$ cat src/hw/rtl/srtn_pkg.sv
// shared constants and types of the shortest-remaining-time-next scheduler
`timescale 1ns / 1ps

package srtn_pkg;

	localparam int MAX_PROCS = 16;
	localparam int IDX_W     = $clog2(MAX_PROCS);
	localparam int PICK_W    = IDX_W + 1;
	localparam int CNT_W     = $clog2(MAX_PROCS + 1);
	localparam int ARR_W     = 16;
	localparam int DUR_W     = 12;
	localparam int TIME_W    = 16;
	localparam int SW_W      = 16;
	localparam int RUN_W     = 4;
	localparam int IN_W      = 32;
	localparam int OUT_W     = 72;

	localparam logic [PICK_W-1:0] IDLE_CODE = PICK_W'(MAX_PROCS);
	localparam logic [TIME_W-1:0] TIME_MAX  = '1;
	localparam logic [SW_W-1:0]   SW_MAX    = '1;

	localparam logic CMD_LOAD = 1'b0;
	localparam logic CMD_TICK = 1'b1;

	typedef struct packed {
		logic [ARR_W-1:0] arrival;
		logic [DUR_W-1:0] run_length;
		logic [DUR_W-1:0] time_left;
	} entry_t;

	typedef struct packed {
		logic             vld;
		logic [IDX_W-1:0] idx;
		logic             done;
		entry_t           entry;
	} cand_t;

	typedef struct packed {
		logic             found;
		logic [IDX_W-1:0] idx;
		entry_t           entry;
	} best_t;

	typedef struct packed {
		logic              all_done;
		logic [SW_W-1:0]   switch_total;
		logic [TIME_W-1:0] waiting;
		logic [TIME_W-1:0] lifetime;
		logic              finished;
		logic              context_switch;
		logic              idle;
		logic [RUN_W-1:0]  run_index;
		logic [TIME_W-1:0] time_slot;
	} res_t;

endpackage

$ cat src/hw/rtl/srtn_process_scheduler_top.sv
// top level of the shortest-remaining-time-next process scheduler
// usage:
//   items enter on the s_ group; s_tuser selects load (0) or tick (1),
//   s_tdata carries arrival and duration. a load appends one process to
//   the table and gives no result; loads after the first tick or into a
//   full table are dropped.
//   a tick gives one result transfer on the m_ group. the tick streams the
//   loaded entries out of the table memory one per cycle into the minimum
//   tracker, then writes the picked entry back and fills the result
//   register in the same step. the next item is taken the cycle after
//   write-back; no new item, load or tick, is taken while a tick is in
//   progress.
//   the result sits in an output register: while it waits, s_tready is
//   high again and further loads are taken; a following tick is held in
//   its write-back step until the output register is free.
//   reset clears the counters, the done marks, time and the previous pick;
//   table contents need no clearing and the block is ready at once.
`timescale 1ns / 1ps

module srtn_process_scheduler_top
	import srtn_pkg::*;
(
	input  logic             clk,
	input  logic             arst_n,
	input  logic             s_tvalid,
	output logic             s_tready,
	input  logic [IN_W-1:0]  s_tdata,  // arrival, duration, zero pad
	input  logic [0:0]       s_tuser,  // cmd
	output logic             m_tvalid,
	input  logic             m_tready,
	output logic [OUT_W-1:0] m_tdata   // time_slot, run_index, idle, context_switch,
	                                   // finished, lifetime, waiting, switch_total, all_done
);

	localparam logic [1:0] S_IDLE = 2'd0;
	localparam logic [1:0] S_SCAN = 2'd1;
	localparam logic [1:0] S_UPD  = 2'd2;

	logic [1:0]           state_q;
	logic [CNT_W-1:0]     pc_q;
	logic [CNT_W-1:0]     cnt_done_q;
	logic [TIME_W-1:0]    time_q;
	logic [PICK_W-1:0]    prev_q;
	logic [SW_W-1:0]      sw_cnt_q;
	logic                 started_q;
	logic [MAX_PROCS-1:0] done_q;
	logic [CNT_W-1:0]     iss_q;
	logic                 rd_vld_s1;
	logic [IDX_W-1:0]     rd_idx_s1;
	entry_t               rd_data_s1;
	logic                 out_vld_q;
	res_t                 out_q;

	entry_t mem [MAX_PROCS];

	logic [ARR_W-1:0]  in_arrival;
	logic [DUR_W-1:0]  in_duration;
	logic              accept;
	logic              load_ok;
	logic              tick_go;
	logic              rd_en;
	logic              wr_en;
	logic [IDX_W-1:0]  wr_addr;
	entry_t            wr_data;
	cand_t             cand;
	best_t             best;
	logic              out_free;
	logic              out_load;
	logic [DUR_W-1:0]  tl_next;
	logic              fin;
	logic [PICK_W-1:0] pick_code;
	logic              sw;
	logic [SW_W-1:0]   sw_next;
	logic [CNT_W-1:0]  done_next;
	logic [TIME_W:0]   life_wide;
	logic [TIME_W-1:0] life;
	logic [TIME_W-1:0] run_ext;
	res_t              res;

	assign in_arrival  = s_tdata[ARR_W-1:0];
	assign in_duration = s_tdata[ARR_W+DUR_W-1:ARR_W];
	assign s_tready    = (state_q == S_IDLE);
	assign accept      = s_tvalid && s_tready;
	assign load_ok     = accept && (s_tuser[0] == CMD_LOAD) && !started_q
		&& (pc_q < CNT_W'(MAX_PROCS));
	assign tick_go     = accept && (s_tuser[0] == CMD_TICK);
	assign rd_en       = (state_q == S_SCAN) && (iss_q < pc_q);
	assign out_free    = !out_vld_q || m_tready;
	assign out_load    = (state_q == S_UPD) && out_free;

	always_comb begin
		cand.vld   = rd_vld_s1;
		cand.idx   = rd_idx_s1;
		cand.done  = done_q[rd_idx_s1];
		cand.entry = rd_data_s1;
	end

	srtn_pick u_pick (
		.clk      (clk),
		.arst_n   (arst_n),
		.clr      (tick_go),
		.cand     (cand),
		.time_now (time_q),
		.best     (best)
	);

	// write-back of the picked entry and result fields
	always_comb begin
		tl_next   = best.entry.time_left - DUR_W'(1);
		fin       = best.found && (tl_next == '0);
		pick_code = best.found ? {1'b0, best.idx} : IDLE_CODE;
		sw        = (pick_code != prev_q);
		sw_next   = (sw && (sw_cnt_q != SW_MAX)) ? sw_cnt_q + SW_W'(1) : sw_cnt_q;
		done_next = fin ? cnt_done_q + CNT_W'(1) : cnt_done_q;
		life_wide = {1'b0, time_q} + (TIME_W+1)'(1) - {1'b0, best.entry.arrival};
		life      = life_wide[TIME_W] ? TIME_MAX : life_wide[TIME_W-1:0];
		run_ext   = TIME_W'(best.entry.run_length);

		res.time_slot      = time_q;
		res.run_index      = best.found ? RUN_W'(best.idx) : '0;
		res.idle           = !best.found;
		res.context_switch = sw;
		res.finished       = fin;
		res.lifetime       = fin ? life : '0;
		res.waiting        = (fin && (life > run_ext)) ? life - run_ext : '0;
		res.switch_total   = sw_next;
		res.all_done       = (done_next == pc_q);
	end

	always_comb begin
		wr_en   = 1'b0;
		wr_addr = pc_q[IDX_W-1:0];
		wr_data = '{arrival: in_arrival, run_length: in_duration, time_left: in_duration};
		if (load_ok) begin
			wr_en = 1'b1;
		end else if (out_load && best.found) begin
			wr_en   = 1'b1;
			wr_addr = best.idx;
			wr_data = '{arrival: best.entry.arrival, run_length: best.entry.run_length,
				time_left: tl_next};
		end
	end

	always_ff @(posedge clk) begin
		if (wr_en) begin
			mem[wr_addr] <= wr_data;
		end
		rd_data_s1 <= mem[iss_q[IDX_W-1:0]];
		rd_idx_s1  <= iss_q[IDX_W-1:0];
	end

	always_ff @(posedge clk) begin
		if (out_load) begin
			out_q <= res;
		end
	end

	always_ff @(posedge clk or negedge arst_n) begin
		if (!arst_n) begin
			state_q    <= S_IDLE;
			pc_q       <= '0;
			cnt_done_q <= '0;
			time_q     <= '0;
			prev_q     <= IDLE_CODE;
			sw_cnt_q   <= '0;
			started_q  <= 1'b0;
			done_q     <= '0;
			iss_q      <= '0;
			rd_vld_s1  <= 1'b0;
			out_vld_q  <= 1'b0;
		end else begin
			rd_vld_s1 <= rd_en;
			if (out_load) begin
				out_vld_q <= 1'b1;
			end else if (m_tready) begin
				out_vld_q <= 1'b0;
			end
			unique case (state_q)
				S_IDLE: begin
					if (load_ok) begin
						done_q[pc_q[IDX_W-1:0]] <= (in_duration == '0);
						if (in_duration == '0) begin
							cnt_done_q <= cnt_done_q + CNT_W'(1);
						end
						pc_q <= pc_q + CNT_W'(1);
					end
					if (tick_go) begin
						started_q <= 1'b1;
						iss_q     <= '0;
						state_q   <= S_SCAN;
					end
				end
				S_SCAN: begin
					if (rd_en) begin
						iss_q <= iss_q + CNT_W'(1);
					end else if (!rd_vld_s1) begin
						state_q <= S_UPD;
					end
				end
				S_UPD: begin
					if (out_load) begin
						if (fin) begin
							done_q[best.idx] <= 1'b1;
						end
						cnt_done_q <= done_next;
						sw_cnt_q   <= sw_next;
						prev_q     <= pick_code;
						if (time_q != TIME_MAX) begin
							time_q <= time_q + TIME_W'(1);
						end
						state_q <= S_IDLE;
					end
				end
				default: begin
					state_q <= S_IDLE;
				end
			endcase
		end
	end

	assign m_tvalid = out_vld_q;
	assign m_tdata  = out_q;

`ifndef SYNTHESIS
	a_done_bound: assert property (@(posedge clk) disable iff (!arst_n)
		cnt_done_q <= pc_q)
		else $error("completed count above process count");

	a_no_write_in_scan: assert property (@(posedge clk) disable iff (!arst_n)
		(state_q == S_SCAN) |-> !wr_en)
		else $error("table write during scan");

	a_started_sticks: assert property (@(posedge clk) disable iff (!arst_n)
		started_q |=> started_q)
		else $error("started flag cleared");

	a_result_then_idle: assert property (@(posedge clk) disable iff (!arst_n)
		out_load |=> (state_q == S_IDLE) && m_tvalid)
		else $error("result transfer not presented after write-back");
`endif

endmodule

$ cat src/hw/rtl/srtn_pick.sv
// running minimum over the table entries streamed out of the memory
`timescale 1ns / 1ps

module srtn_pick
	import srtn_pkg::*;
(
	input  logic              clk,
	input  logic              arst_n,
	input  logic              clr,
	input  cand_t             cand,
	input  logic [TIME_W-1:0] time_now,
	output best_t             best
);

	logic             found_q;
	logic [IDX_W-1:0] idx_q;
	entry_t           entry_q;
	logic             elig;
	logic             better;

	always_comb begin
		elig   = cand.vld && !cand.done && (cand.entry.arrival <= time_now);
		better = !found_q
			|| (cand.entry.time_left < entry_q.time_left)
			|| ((cand.entry.time_left == entry_q.time_left)
				&& (cand.entry.arrival < entry_q.arrival));
	end

	always_ff @(posedge clk or negedge arst_n) begin
		if (!arst_n) begin
			found_q <= 1'b0;
		end else if (clr) begin
			found_q <= 1'b0;
		end else if (elig && better) begin
			found_q <= 1'b1;
		end
	end

	always_ff @(posedge clk) begin
		if (!clr && elig && better) begin
			idx_q   <= cand.idx;
			entry_q <= cand.entry;
		end
	end

	assign best = '{found: found_q, idx: idx_q, entry: entry_q};

endmodule

$ cat config.mk
export PLATFORM = sky130hd
export DESIGN_NAME = srtn_process_scheduler_top
export DESIGN_NICKNAME = d
export VERILOG_FILES = /design/src/hw/rtl/srtn_pkg.sv /design/src/hw/rtl/srtn_process_scheduler_top.sv /design/src/hw/rtl/srtn_pick.sv
export SDC_FILE = /design/constraint.sdc
export NUM_CORES = 1
export LEC_CHECK = 0
export BUFFER_PORTS_ARGS = -buffer_cell sky130_fd_sc_hd__buf_2
export CAP_MARGIN = 20
export CORE_MARGIN = 2
export CORE_UTILIZATION = 45
export DETAILED_ROUTE_END_ITERATION = 6
export GPL_TIMING_DRIVEN = 0
export SETUP_SLACK_MARGIN = 0.4
export SLEW_MARGIN = 20
export SYNTH_ARGS = -nofsm -noshare
export SYNTH_HDL_FRONTEND = slang
export SYNTH_SLANG_ARGS = --single-unit
$ cat constraint.sdc
create_clock -name clk -period 6.9 [get_ports clk]
set_input_delay 0.345 -clock clk [delete_from_list [all_inputs] [get_ports clk]]
set_output_delay 0.345 -clock clk [all_outputs]
set_load 0.03 [all_outputs]
==> Word level (Yosys, flattened, before mapping) <==
Memories as Yosys holds them, arrays and structs flattened. A register that Yosys moved wholly into a read port is not among the register bits.
Index checks and enable logic that the tools add are counted.
{ "op_classes": {"add_sub_neg": 9, "n_mul": 0, "div_mod_pow": 0, "order_cmp": 11, "eq_ne": 15, "n_shift": 0, "muxes": 39, "bitwise": 2, "n_reduce_logical": 42} }
{ "ops": {"columns": ["operator", "n"], "rows": [
  ["$mux W16", 5],
  ["$mux W40", 2],
  ["$mux W5", 7],
  ["$add A16 B1 Y16 const B", 2],
  ["$ne A16 B16 Y1 const B", 2],
  ["$pmux W16 S2", 1],
  ["$logic_not A12 Y1", 2],
  ["$pmux W5 S2", 2],
  ["$logic_and A1 B1 Y1", 19],
  ["$add A16 B1 Y17 const B", 1],
  ["$sub A17 B16 Y17", 1],
  ["$bwmux W16", 1],
  ["$gt A16 B12 Y1", 1],
  ["$le A16 B16 Y1", 1],
  ["$lt A16 B16 Y1", 1],
  ["$or A16 B16 Y16", 1],
  ["$sub A16 B12 Y16", 1],
  ["$add A5 B1 Y5 const B", 3],
  ["$lt A4 B5 Y1 const B", 3],
  ["$eq A12 B12 Y1", 1],
  ["$lt A12 B12 Y1", 1],
  ["$reduce_and A4 Y1", 3],
  ["$sub A12 B1 Y12 const B", 1],
  ["$mux W1", 11],
  ["21 further kinds", 45]
]} }
{ "totals": {"ff_bits": 194, "latchBits": 0, "ram_bits": 640, "romBits": 0, "inputBits": 37, "out_inout_bits": 74, "elab_cells": 145, "n_memories": 1} }
{ "mem_list": {"columns": ["name", "words", "width", "read_ports", "rd_clocked_by_memory_dff", "wr", "line_no", "source"], "rows": [
  ["mem", 16, 40, 1, 1, 1, "srtn_process_scheduler_top.sv:54", "entry_t mem [MAX_PROCS];"]
]} }

==> Logic depth before layout (Yosys ltp) <==
Gate-level depths: netlist of run 1.
{ "depth": {"word_depth": 8, "mapped_depth": 23, "mapped_depth_nobuf": 21} }

==> Cells and area by module <==
Synthesis of run 1 repeated with hierarchy kept, for this count alone.
{ "hier_totals": {"cells_unflattened": 2086, "area_unflattened_um2": 36411.2} }
{ "modules_own_cells": {"columns": ["mod", "instances", "cells_each", "area_per_inst_um2", "seq_area_each_um2"], "rows": [
  ["srtn_process_scheduler_top", 1, 1879, 33933.8, 24089.4],
  ["srtn_pick", 1, 207, 2477.4, 1346.3]
]} }

==> Worst setup path after synthesis of run 1 <==
Ideal clock, no wire load.
{ "synth_timing": {"path_kind": "register -> register", "startpoint": "register time_q[3]", "endpoint": "register out_q, in the netlist m_tdata[49] (data pin)", "setup_time_ns": 0.254, "t_arrival_ns": 4.687, "required_time_ns": 6.646, "slack_ns": 1.958, "stages_incl_launch_ff": 20, "path_buffers": 2, "period_less_slack_ns": 4.942, "path_cell_list": "dfrtp_1 > ha_1 > ha_1 > o21ai_0 > o21ai_0 > or4b_1 > a2111oi_2 > nor4_4 > clkbuf_1 > or2_2 > fa_1 > a21oi_1 > o21ai_0 > a21oi_1 > o21bai_1 > a211o_1 > o31ai_1 > a31o_2 > buf_4 > nor2_1"} }
{ "synth_via": {"elab_chain_cells": 5, "word_cells_on_any_way": 6, "cone_classes": "3 x add/sub; 1 x order compare; 1 x mux; 1 x reduce/logical"} }
{ "synth_lines": {"columns": ["item", "line_no", "source"], "rows": [
  ["start, declared", "srtn_process_scheduler_top.sv:42", "logic [TIME_W-1:0] time_q;"],
  ["start signal, assigned", "srtn_process_scheduler_top.sv:209", "time_q <= time_q + TIME_W'(1);"],
  ["$add A16 B1 Y17 *", "srtn_process_scheduler_top.sv:115", "life_wide = {1'b0, time_q} + (TIME_W+1)'(1) - {1'b0, best.entry.arrival};"],
  ["$sub A17 B16 Y17 *", "srtn_process_scheduler_top.sv:115", null],
  ["$mux W16 *", "srtn_process_scheduler_top.sv:116", "life = life_wide[TIME_W] ? TIME_MAX : life_wide[TIME_W-1:0];"],
  ["via life[1]", "srtn_process_scheduler_top.sv:76", "logic [TIME_W-1:0] life;"],
  ["$gt A16 B12 Y1", "srtn_process_scheduler_top.sv:125", "res.waiting = (fin && (life > run_ext)) ? life - run_ext : '0;"],
  ["$logic_and A1 B1 Y1", "srtn_process_scheduler_top.sv:125", null],
  ["end signal, assigned", "srtn_process_scheduler_top.sv:154", "out_q <= res;"],
  ["end, declared", "srtn_process_scheduler_top.sv:52", "res_t out_q;"]
]} }
The timed path passes the listed nets; every way through them passes the cells marked *.
A chain may end at the register's enable or synchronous reset.

==> Worst setup path in the final report of run 1 <==
{ "layout_timing": {"startpoint": "register time_q[3]", "endpoint": "register out_q, in the netlist m_tdata[51] (data pin)"} }
{ "layout_via": {"elab_chain_cells": 5, "word_cells_on_any_way": 6, "cone_classes": "3 x add/sub; 1 x order compare; 1 x mux; 1 x reduce/logical"} }
{ "layout_lines": {"columns": ["item", "line_no"], "rows": [
  ["$add A16 B1 Y17 *", "srtn_process_scheduler_top.sv:115"],
  ["$sub A17 B16 Y17 *", "srtn_process_scheduler_top.sv:115"],
  ["$mux W16 *", "srtn_process_scheduler_top.sv:116"],
  ["$gt A16 B12 Y1", "srtn_process_scheduler_top.sv:125"],
  ["$logic_and A1 B1 Y1", "srtn_process_scheduler_top.sv:125"]
]} }
Every way passes the cells marked *; elsewhere a longest branch is shown, timed or not.

==> impl_metrics.json, run 1 <==
{
  "via_count": 19900,
  "synthArstFlopShare": 0.0847,
  "clk_path_buf_depth": 3,
  "worstPathRequired_ps": 7290,
  "arrival_ps": 6420,
  "synth_nets": 2205,
  "fp.coreArea_mm2": 0.0802,
  "fin_setup_tns_ps": 0,
  "ys_seq_area_frac": 0.701,
  "firstDrtPassIters": 6,
  "ant_nets": 0,
  "p_int_mw": 11.2,
  "power_frac_seq": 0.412,
  "wire_per_inst_um": 25.8,
  "drt_iter0_drc": 1824,
  "leakagePower_nw": 14.5,
  "gp_congestion": 0.888,
  "initial_core_util": 0.453,
  "grt_max_degree": 45,
  "drive_gt1_frac": 0.240,
  "p_sw_mw": 5.04,
  "dp_worst_setup_slack_ps": 922,
  "overflow": 0,
  "maxSlewViolCount": 0,
  "grt_usage": 0.218,
  "floorplan.io_pins": 111,
  "synth-main-ff-cell": "edfxtp_1",
  "port-buffer-count": 106,
  "total_power_mw": 16.3,
  "cts_tree": "yes",
  "vias_per_cell": 5.75,
  "reg2reg_slack_ps": 870,
  "yosysUniqueCellTypes": 75,
  "antenna_found_initial": 1,
  "grt_pass1_vias": 20000,
  "numCtsBuffers": 93,
  "period_needed_ps": 6030,
  "synth.avg_cell_area_um2": 17.6,
  "ir_worst_vdd_v": 0.000190,
  "post_cts_buffers": 0,
  "hpwl_um": 60800,
  "h-tree-depth": 3,
  "cap_violations": 0,
  "max-slew-margin-rel": 0.244,
  "synth_edf_count": 756,
  "cp-end-kind": "flip-flop",
  "worst_pin_slew_ps": 1130,
  "switching_share": 0.310,
  "yosys.area.top_type": "edfxtp_1",
  "yosys_warnings": 0,
  "synth.most_common_cell": "edfxtp_1",
  "synth_area_leaders": "edfxtp_1 (63%), mux4_2 (13%), dfrtp_1 (5.0%), ha_1 (3.4%), dfxtp_1 (2.4%)",
  "die_w_um": 288,
  "status": "completed",
  "period_share": 0.874,
  "finish.utilization": 0.529,
  "clock_latency_ps": 650,
  "p_comb_frac": 0.284,
  "die_h_um": 288,
  "rsz0062_at_grt": "false",
  "routed_wl_um": 89300,
  "syn_area_mm2": 0.0363,
  "rows": 104,
  "setup_viol": 0,
  "hold_violations": 0,
  "timing_worst_setup_path_type": "flip-flop to flip-flop",
  "clockPowerShare": 0.304,
  "clock-skew-final_ps": 29.0,
  "dieArea_mm2": 0.0829,
  "min_path_type": "input port to flip-flop",
  "area_growth_pct": 16.8,
  "fmax_mhz": 166,
  "power.density_mw_per_mm2": 384,
  "hold_buffers": 1,
  "crit_fanout": 10,
  "cts_resized": 0,
  "drc": 0,
  "ys_ff_latch": 874,
  "synth_commonest_cells": "edfxtp_1 (756), mux4_2 (205), nor2_1 (105), ha_1 (100), nand2_1 (98)",
  "grt_pass1_wl_um": 131000,
  "cp-start-kind": "flip-flop",
  "cts.sinks": 874,
  "timing.final.ws_setup_ps": 871,
  "synth_top_area_share": 0.626,
  "postSynthCellCount": 2066,
  "nets": 2456,
  "cts-root-buf": "clkbuf_16",
  "clk_pin_slew_ps": 60
}
-- state kept, by name (all words and copies together), names as in the netlist, 4 cells and up --
| signal | cells |
|---|---|
| cnt_done_q | 5 |
| done_q | 16 |
| time_q | 16 |
| u_pick.idx_q | 4 |
| iss_q | 5 |
| u_pick.best | 40 |
| m_tdata | 72 |
| cand | 40 |
| pc_q | 5 |
| rd_idx_s1 | 4 |
| sw_cnt_q | 16 |
| prev_q | 5 |
| mem | 640 |
-- final cells by class --
cell class	count	area [um^2]
buffer	84	355
sequential	874	25400
tap	1060	1330
antenna	2	5.00
timing repair buffer	156	1530
clock buffer	124	2510
multi-input combinational	1024	10400
clock inverter	47	523
inverter	84	315
fill	6429	37800
-- critical path, cell delays in order, from the launching register on --
cell and delay (ps):
dfrtp_1 530, ha_1 310, ha_1 370, o21ai_0 160, o21ai_0 220, or4b_1 560, a2111oi_2 500, nor4_4 140
clkbuf_1 250, nor2_1 290, ha_1 230, inv_1 60, fa_1 410, a21oi_1 180, o21ai_0 120, a21oi_1 240
o21bai_1 130, a211o_1 380, o31ai_1 110, a31o_2 300, buf_4 210, nor2_1 60
-- stage by stage --
stage / hold slack [ps] / std cells / cell area [um^2]
6_report: 63.1 / 3455 / 42400
2_1_floorplan: 49.4 / 2066 / 36300
3_3_place_gp: 387 / 3232 / 38100
4_1_cts: 31.9 / 3448 / 42300
5_1_grt: 56.6 / 3453 / 42400
3_5_place_dp: 389 / 3276 / 39300
-- placed cells by master, fill, tap and decap left out, types with 7 or more instances in the layout --
cell type / count
nor4_1: 7
o21a_1: 7
inv_1: 81
a21oi_1: 44
mux4_2: 205
a32oi_1: 9
ha_1: 100
edfxtp_1: 756
clkbuf_16: 93
nor3_1: 23
bufinv_16: 8
nor2_4: 16
dfxtp_1: 44
a31oi_1: 15
a211oi_1: 9
clkbuf_1: 77
a21o_1: 22
buf_12: 12
xor2_1: 25
buf_2: 114
clkbuf_2: 15
nand2b_1: 17
clkinv_1: 11
buf_4: 10
clkbuf_8: 7
and2_1: 15
o21ai_0: 56
clkinv_2: 14
nand2_1: 98
xnor2_1: 69
mux2_2: 8
nand3_1: 22
nand4_1: 23
buf_16: 22
nor2b_1: 11
dfrtp_1: 73
nor2_1: 89
o21ai_1: 37
-- cell families after synthesis --
| group | synth area share |
|---|---|
| flip-flops | 0.701 |
| AND/OR/NAND/NOR | 0.0483 |
| AO/OA/AOI/OAI | 0.0441 |
| multiplexers | 0.131 |
| buffers and inverters | 0.0179 |
| adder cells (fa/ha/maj) | 0.0356 |
| XOR/XNOR | 0.0227 |
-- power by group through the flow --
| stage | Sequential, mW | Clock (mW) | Combinational, mW |
|---|---|---|---|
| after floorplan | 6.87 | 0 | 3.11 |
| after global placement | 6.86 | 0 | 4.42 |
| after detailed placement | 6.83 | 0 | 4.62 |
| after CTS | 6.72 | 5.02 | 4.65 |
| after global routing | 6.75 | 5.24 | 5.05 |
| final | 6.71 | 4.94 | 4.62 |
-- per-layer routing --
layer  GRT usage  part of all wire  vias to the layer above
li1            -                 -                     8693
met1       0.299              0.42                    10300
met2       0.359              0.49                      736
met3      0.0388             0.071                      122
met4      0.0640             0.023                        0
met5           0                 0                        -
-- worst paths after layout --
| check | start | depth (start not counted) | endpoint |
|---|---|---|---|
| hold reg to reg | cand[14]$_DFF_P_ | 0 | u_pick.best[14]$_DFFE_PP_ |
| min in group asynchronous | arst_n | 2 | cnt_done_q[3]$_DFFE_PN0P_ |
| setup / recovery | time_q[3]$_DFFE_PN0P_ | 21 | m_tdata[51]$_SDFFCE_PN0P_ |
| hold / removal | s_tvalid | 3 | started_q$_DFFE_PN0P_ |
| setup reg to reg | time_q[3]$_DFFE_PN0P_ | 21 | m_tdata[51]$_SDFFCE_PN0P_ |
| max in group asynchronous | arst_n | 3 | time_q[4]$_DFFE_PN0P_ |
No activity file was read; power rests on OpenSTA's default activity.
==> inputs of run 2 (changes only) <==
==> constraint.sdc (replaced) <==
create_clock -name clk -period 6.05 [get_ports clk]
set_input_delay 0.3025 -clock clk [delete_from_list [all_inputs] [get_ports clk]]
set_output_delay 0.3025 -clock clk [all_outputs]
set_load 0.03 [all_outputs]
==> impl_metrics.json, run 2 (synthesis gave the netlist of run 1 again) <==
{
  "status": "completed",
  "area_growth_pct": 16.9,
  "numCtsBuffers": 93,
  "cts_tree": "yes",
  "leakagePower_nw": 14.5,
  "ir_worst_vdd_v": 0.000217,
  "grt_pass1_wl_um": 131000,
  "floorplan.io_pins": 111,
  "cp-start-kind": "flip-flop",
  "firstDrtPassIters": 5,
  "hpwl_um": 60800,
  "period_share": 0.886,
  "timing.final.ws_setup_ps": 688,
  "cts-root-buf": "clkbuf_16",
  "worstPathRequired_ps": 6440,
  "whs_ps": 47.3,
  "routed_wl_um": 89300,
  "clockPowerShare": 0.303,
  "dp_worst_setup_slack_ps": 72.0,
  "clock_latency_ps": 650,
  "crit_fanout": 10,
  "grt_usage": 0.218,
  "dp_cells": 3276,
  "switching_share": 0.310,
  "ant_nets": 0,
  "p_int_mw": 12.8,
  "cts.sinks": 874,
  "seqCellArea_mm2": 0.0254,
  "fp.coreArea_mm2": 0.0802,
  "overflow": 0,
  "min_path_type": "input port to flip-flop",
  "timing_worst_setup_path_type": "flip-flop to flip-flop",
  "total_power_mw": 18.6,
  "h-tree-depth": 3,
  "final_cell_mix": "edfxtp_1 (756), mux4_2 (205), buf_2 (114), ha_1 (100), nand2_1 (98)",
  "max-slew-margin-rel": 0.251,
  "period_needed_ps": 5360,
  "layout.cells.non_filler": 3457,
  "place_area_mm2": 0.0393,
  "via_count": 19900,
  "stdcell_area_mm2": 0.0424,
  "power.density_mw_per_mm2": 438,
  "wire_per_inst_um": 25.8,
  "vias_per_cell": 5.75,
  "die_h_um": 288,
  "multiInputGateArea_mm2": 0.0104,
  "fmax_mhz": 186,
  "nFillCells": 6432,
  "clk_path_buf_depth": 3,
  "drc": 0,
  "dieArea_mm2": 0.0829,
  "hold_violations": 0,
  "port-buffer-count": 106,
  "rsz0062_at_grt": "false",
  "die_w_um": 288,
  "drive_gt1_frac": 0.243,
  "nets": 2458,
  "final_common_cell": "edfxtp_1",
  "clock-skew-final_ps": 31.7,
  "power_frac_seq": 0.412,
  "drt_iter0_drc": 1779,
  "grt_max_degree": 45,
  "maxSlewViolCount": 0,
  "cap_violations": 0,
  "grt_pass1_vias": 20000,
  "gp_congestion": 0.888,
  "p_sw_mw": 5.77,
  "cp-end-kind": "flip-flop",
  "largest_reg_flops": 640,
  "setup_viol": 0,
  "registers.top_by_ff_count": "mem",
  "antenna_found_initial": 1,
  "worst_pin_slew_ps": 1120,
  "rows": 104,
  "arrival_ps": 5750,
  "p_comb_frac": 0.285,
  "clk_pin_slew_ps": 60,
  "initial_core_util": 0.453
}
-- run 2: changes by cell type in the layout (fill, tap and decap cells not counted), moves of 2 or more --
| cell | before | now |
|---|---|---|
| o21ai_1 | 37 | 39 |
| dfrtp_2 | 0 | 2 |
| o21ai_0 | 56 | 54 |
| dfrtp_1 | 73 | 71 |
-- run 2: layer usage --
metal | up-vias | track usage | routed length, um
li1 | 8699 | - | -
met1 | 10300 | 0.299 | 37300
met2 | 736 | 0.360 | 43600
met3 | 120 | 0.0388 | 6320
met4 | 0 | 0.0640 | 2090
met5 | - | 0 | 0
-- run 2: power by group through the flow --
| stage | Combinational (mW) | Sequential [mW] | Clock [mW] |
|---|---|---|---|
| after global placement | 5.04 | 7.82 | 0 |
| final | 5.30 | 7.66 | 5.64 |
| after floorplan | 3.54 | 7.83 | 0 |
| after CTS | 5.31 | 7.66 | 5.72 |
| after global routing | 5.79 | 7.70 | 5.97 |
| after detailed placement | 5.27 | 7.78 | 0 |
-- run 2: timing repair --
| item | 4_1_cts | 5_1_grt |
|---|---|---|
| buffers inserted | 1 | 0 |
| resized for setup | 5 | 7 |
| endpoints found under the setup margin | 16 | 16 |
| cloned | 0 | 0 |
| hold buffers | 2 | 0 |
| endpoints found under the hold margin | 44 | 0 |
| pin swaps | 0 | 3 |
-- run 2: final cells by class --
class / instances / share of cell area
sequential: 874 / 0.600
multi-input combinational: 1024 / 0.245
clock buffer: 124 / 0.0592
timing repair buffer: 158 / 0.0365
tap: 1060 / 0.0313
clock inverter: 47 / 0.0123
buffer: 84 / 0.00846
inverter: 84 / 0.00743
antenna: 2 / 0.000118
-- run 2: worst paths after layout --
path	end	cells after the start	slack [ps]	startpoint
max in group asynchronous	time_q[3]$_DFFE_PN0P_	3	5200	arst_n
min	started_q$_DFFE_PN0P_	3	50	s_tuser
max	m_tdata[51]$_SDFFCE_PN0P_	20	690	u_pick.best[26]$_DFFE_PP_
max reg2reg	m_tdata[51]$_SDFFCE_PN0P_	20	690	u_pick.best[26]$_DFFE_PP_
min reg2reg	u_pick.best[14]$_DFFE_PP_	0	400	cand[14]$_DFF_P_
min in group asynchronous	cnt_done_q[3]$_DFFE_PN0P_	2	230	arst_n
-- run 2: stage by stage --
step / TNS (ps) / utilization
after floorplan: 0 / -
after global placement: -533900 / 0.476
after detailed placement: 0 / 0.490
after CTS: 0 / 0.528
after global routing: 0 / 0.529
final: 0 / 0.529
-- run 2: worst max-delay path, stage by stage, from the launching register on --
cell	delay, ps
edfxtp_1	350
inv_1	200
ha_1	310
ha_1	310
a211oi_1	120
o21ai_1	180
or4b_4	530
a2111oi_4	370
nor4_4	130
clkbuf_4	210
or2_2	330
fa_1	450
a21oi_1	180
o21ai_0	130
a21oi_2	180
o21bai_1	120
a211o_1	380
o31ai_1	110
a31o_2	240
buf_4	190
nor2_1	60
==> inputs of run 3 (changes only) <==
--- a/config.mk
+++ b/config.mk
@@ -9,6 +9,7 @@
 export CAP_MARGIN = 20
 export CORE_MARGIN = 2
 export CORE_UTILIZATION = 45
+export CTS_BUF_LIST = sky130_fd_sc_hd__clkbuf_8
 export DETAILED_ROUTE_END_ITERATION = 6
 export GPL_TIMING_DRIVEN = 0
 export SETUP_SLACK_MARGIN = 0.4
==> constraint.sdc (replaced) <==
create_clock -name clk -period 6.9 [get_ports clk]
set_input_delay 0.345 -clock clk [delete_from_list [all_inputs] [get_ports clk]]
set_output_delay 0.345 -clock clk [all_outputs]
set_load 0.03 [all_outputs]
==> impl_metrics.json, run 3 (synthesis gave the netlist of run 1 again) <==
{
  "final_cell_mix": "edfxtp_1 (756), mux4_2 (205), clkbuf_8 (165), inv_1 (143), buf_2 (114)",
  "fp.coreArea_mm2": 0.0802,
  "nets": 2516,
  "area_growth_pct": 16.6,
  "clock_latency_ps": 810,
  "ir_worst_vdd_v": 0.000176,
  "via_count": 20200,
  "drc": 0,
  "grt_pass1_vias": 20500,
  "initial_core_util": 0.453,
  "timing_worst_setup_path_type": "flip-flop to flip-flop",
  "finish.utilization": 0.528,
  "cp-start-kind": "flip-flop",
  "cts.sinks": 874,
  "setup_viol": 0,
  "dieArea_mm2": 0.0829,
  "status": "completed",
  "rr_startpoint": "time_q[3]$_DFFE_PN0P_",
  "arrival_ps": 6570,
  "fmax_mhz": 166,
  "critical_path.max_stage_delay_ps": 570,
  "grt_usage": 0.221,
  "timing.final.ws_setup_ps": 886,
  "worst_pin_slew_ps": 1160,
  "wire_per_inst_um": 25.2,
  "cap_violations": 0,
  "period_needed_ps": 6010,
  "layout.cells.non_filler": 3559,
  "dp_cells": 3276,
  "drt_iter0_drc": 1870,
  "cts-root-buf": "clkbuf_8",
  "crit_chain": "ha_1 > ha_1 > o21ai_0 > o21ai_0 > or4b_1 > a2111oi_2 > nor4_4 > clkbuf_1 > nor2_1 > ha_1 > inv_1 > fa_1 > a21oi_1 > o21ai_0 > a21oi_1 > o21bai_1 > a211o_1 > o31ai_1 > a31o_2 > buf_4 > nor2_1",
  "cts_tree": "yes",
  "crit_buf_inv": 3,
  "grt_pass1_wl_um": 132000,
  "routed_wl_um": 89600,
  "nFillCells": 6484,
  "gp_congestion": 0.888,
  "power.density_mw_per_mm2": 374,
  "antenna_found_initial": 2,
  "cts_resized": 0,
  "port-buffer-count": 106,
  "cp-end-kind": "flip-flop",
  "dp_worst_setup_slack_ps": 922,
  "total_power_mw": 15.8,
  "ff2ff_path_depth": 21,
  "crit_fanout": 10,
  "die_w_um": 288,
  "min_from": "s_tdata[10]",
  "largest_reg_flops": 640,
  "rows": 104,
  "hpwl_um": 60800,
  "r2r-end": "m_tdata[54]$_SDFFCE_PN0P_",
  "die_h_um": 288,
  "clk_pin_slew_ps": 60,
  "drive_gt1_frac": 0.254,
  "hold_path_end": "mem[3][34]$_DFFE_PP_",
  "h-tree-depth": 4,
  "firstDrtPassIters": 5,
  "min_path_type": "input port to flip-flop",
  "rsz0062_at_grt": "false",
  "max-slew-margin-rel": 0.227,
  "vias_per_cell": 5.67,
  "overflow": 0,
  "hold_depth": 3,
  "final_common_cell": "edfxtp_1",
  "cpLargestDelayFamily": "compound AO/OA/AOI/OAI gates",
  "floorplan.io_pins": 111,
  "ant_nets": 0,
  "maxSlewViolCount": 0,
  "reg2reg_slack_ps": 890,
  "registers.top_by_ff_count": "mem",
  "cpMaxStageDelayCell": "or4b_1",
  "clk_path_buf_depth": 3,
  "hold_violations": 0,
  "period_share": 0.872,
  "grt_max_degree": 45,
  "leakagePower_nw": 14.8,
  "clock-skew-final_ps": 47.5,
  "worstPathRequired_ps": 7460,
  "numCtsBuffers": 146
}
==> run 3: worst max path at each step <==
stage	startpoint	endpoint	slack (ps)	cells after the start
floorplan	time_q[3]$_DFFE_PN0P_	m_tdata[49]$_SDFFCE_PN0P_	1960	19
global placement	u_pick.best[5]$_DFFE_PP_	u_pick.best[16]$_DFFE_PP_	-420	10
detailed placement	time_q[3]$_DFFE_PN0P_	m_tdata[49]$_SDFFCE_PN0P_	920	21
CTS	time_q[3]$_DFFE_PN0P_	m_tdata[49]$_SDFFCE_PN0P_	870	21
global route	time_q[3]$_DFFE_PN0P_	m_tdata[51]$_SDFFCE_PN0P_	570	21
finish	time_q[3]$_DFFE_PN0P_	m_tdata[54]$_SDFFCE_PN0P_	890	21
==> run 3: per-layer routing <==
| metal | wire length [um] | GRT usage |
|---|---|---|
| met2 | 43700 | 0.361 |
| met3 | 6600 | 0.0431 |
| met5 | 0 | 0 |
| met4 | 2110 | 0.0679 |
| met1 | 37200 | 0.301 |
==> run 3: timing repair <==
item | 4_1_cts | 5_1_grt
hold buffers | 5 | 1
buffers inserted | 0 | 0
endpoints found under the hold margin | 84 | 2
==> run 3: report_power, final <==
| part | leakage [nW] | switching (mW) | internal (mW) |
|---|---|---|---|
| Clock | 1.72 | 2.14 | 2.35 |
| Sequential | 8.10 | 0.262 | 6.45 |
| Combinational | 4.95 | 2.72 | 1.90 |
==> run 3: cell type report <==
type | instances | area (um^2) | share of cell area
inverters | 84 | 315 | 0.00745
plain buffers | 84 | 355 | 0.00840
well taps | 1060 | 1330 | 0.0313
multi-input cells | 1024 | 10400 | 0.245
flip-flops and latches | 874 | 25400 | 0.601
clock buffers | 165 | 2270 | 0.0537
diodes | 1 | 2.50 | 0.0000591
repair buffers | 163 | 1600 | 0.0378
clock inverters | 104 | 646 | 0.0153
==> run 3: worst reg2reg max path: stages (launching register included) <==
cell and delay, ps:
dfrtp_1 520, ha_1 300, ha_1 370, o21ai_0 160, o21ai_0 220, or4b_1 570, a2111oi_2 500, nor4_4 130
clkbuf_1 250, nor2_1 290, ha_1 230, inv_1 60, fa_1 410, a21oi_1 190, o21ai_0 120, a21oi_1 240
o21bai_1 130, a211o_1 380, o31ai_1 120, a31o_2 300, buf_4 210, nor2_1 60
==> run 3: stage by stage <==
stage	instance area, um^2	setup TNS [ps]	hold slack (ps)
3_5_place_dp	39300	0	389
5_1_grt	42300	0	26.4
6_report	42300	0	41.4
2_1_floorplan	36300	0	49.4
3_3_place_gp	38100	-20520	387
4_1_cts	42200	0	43.1
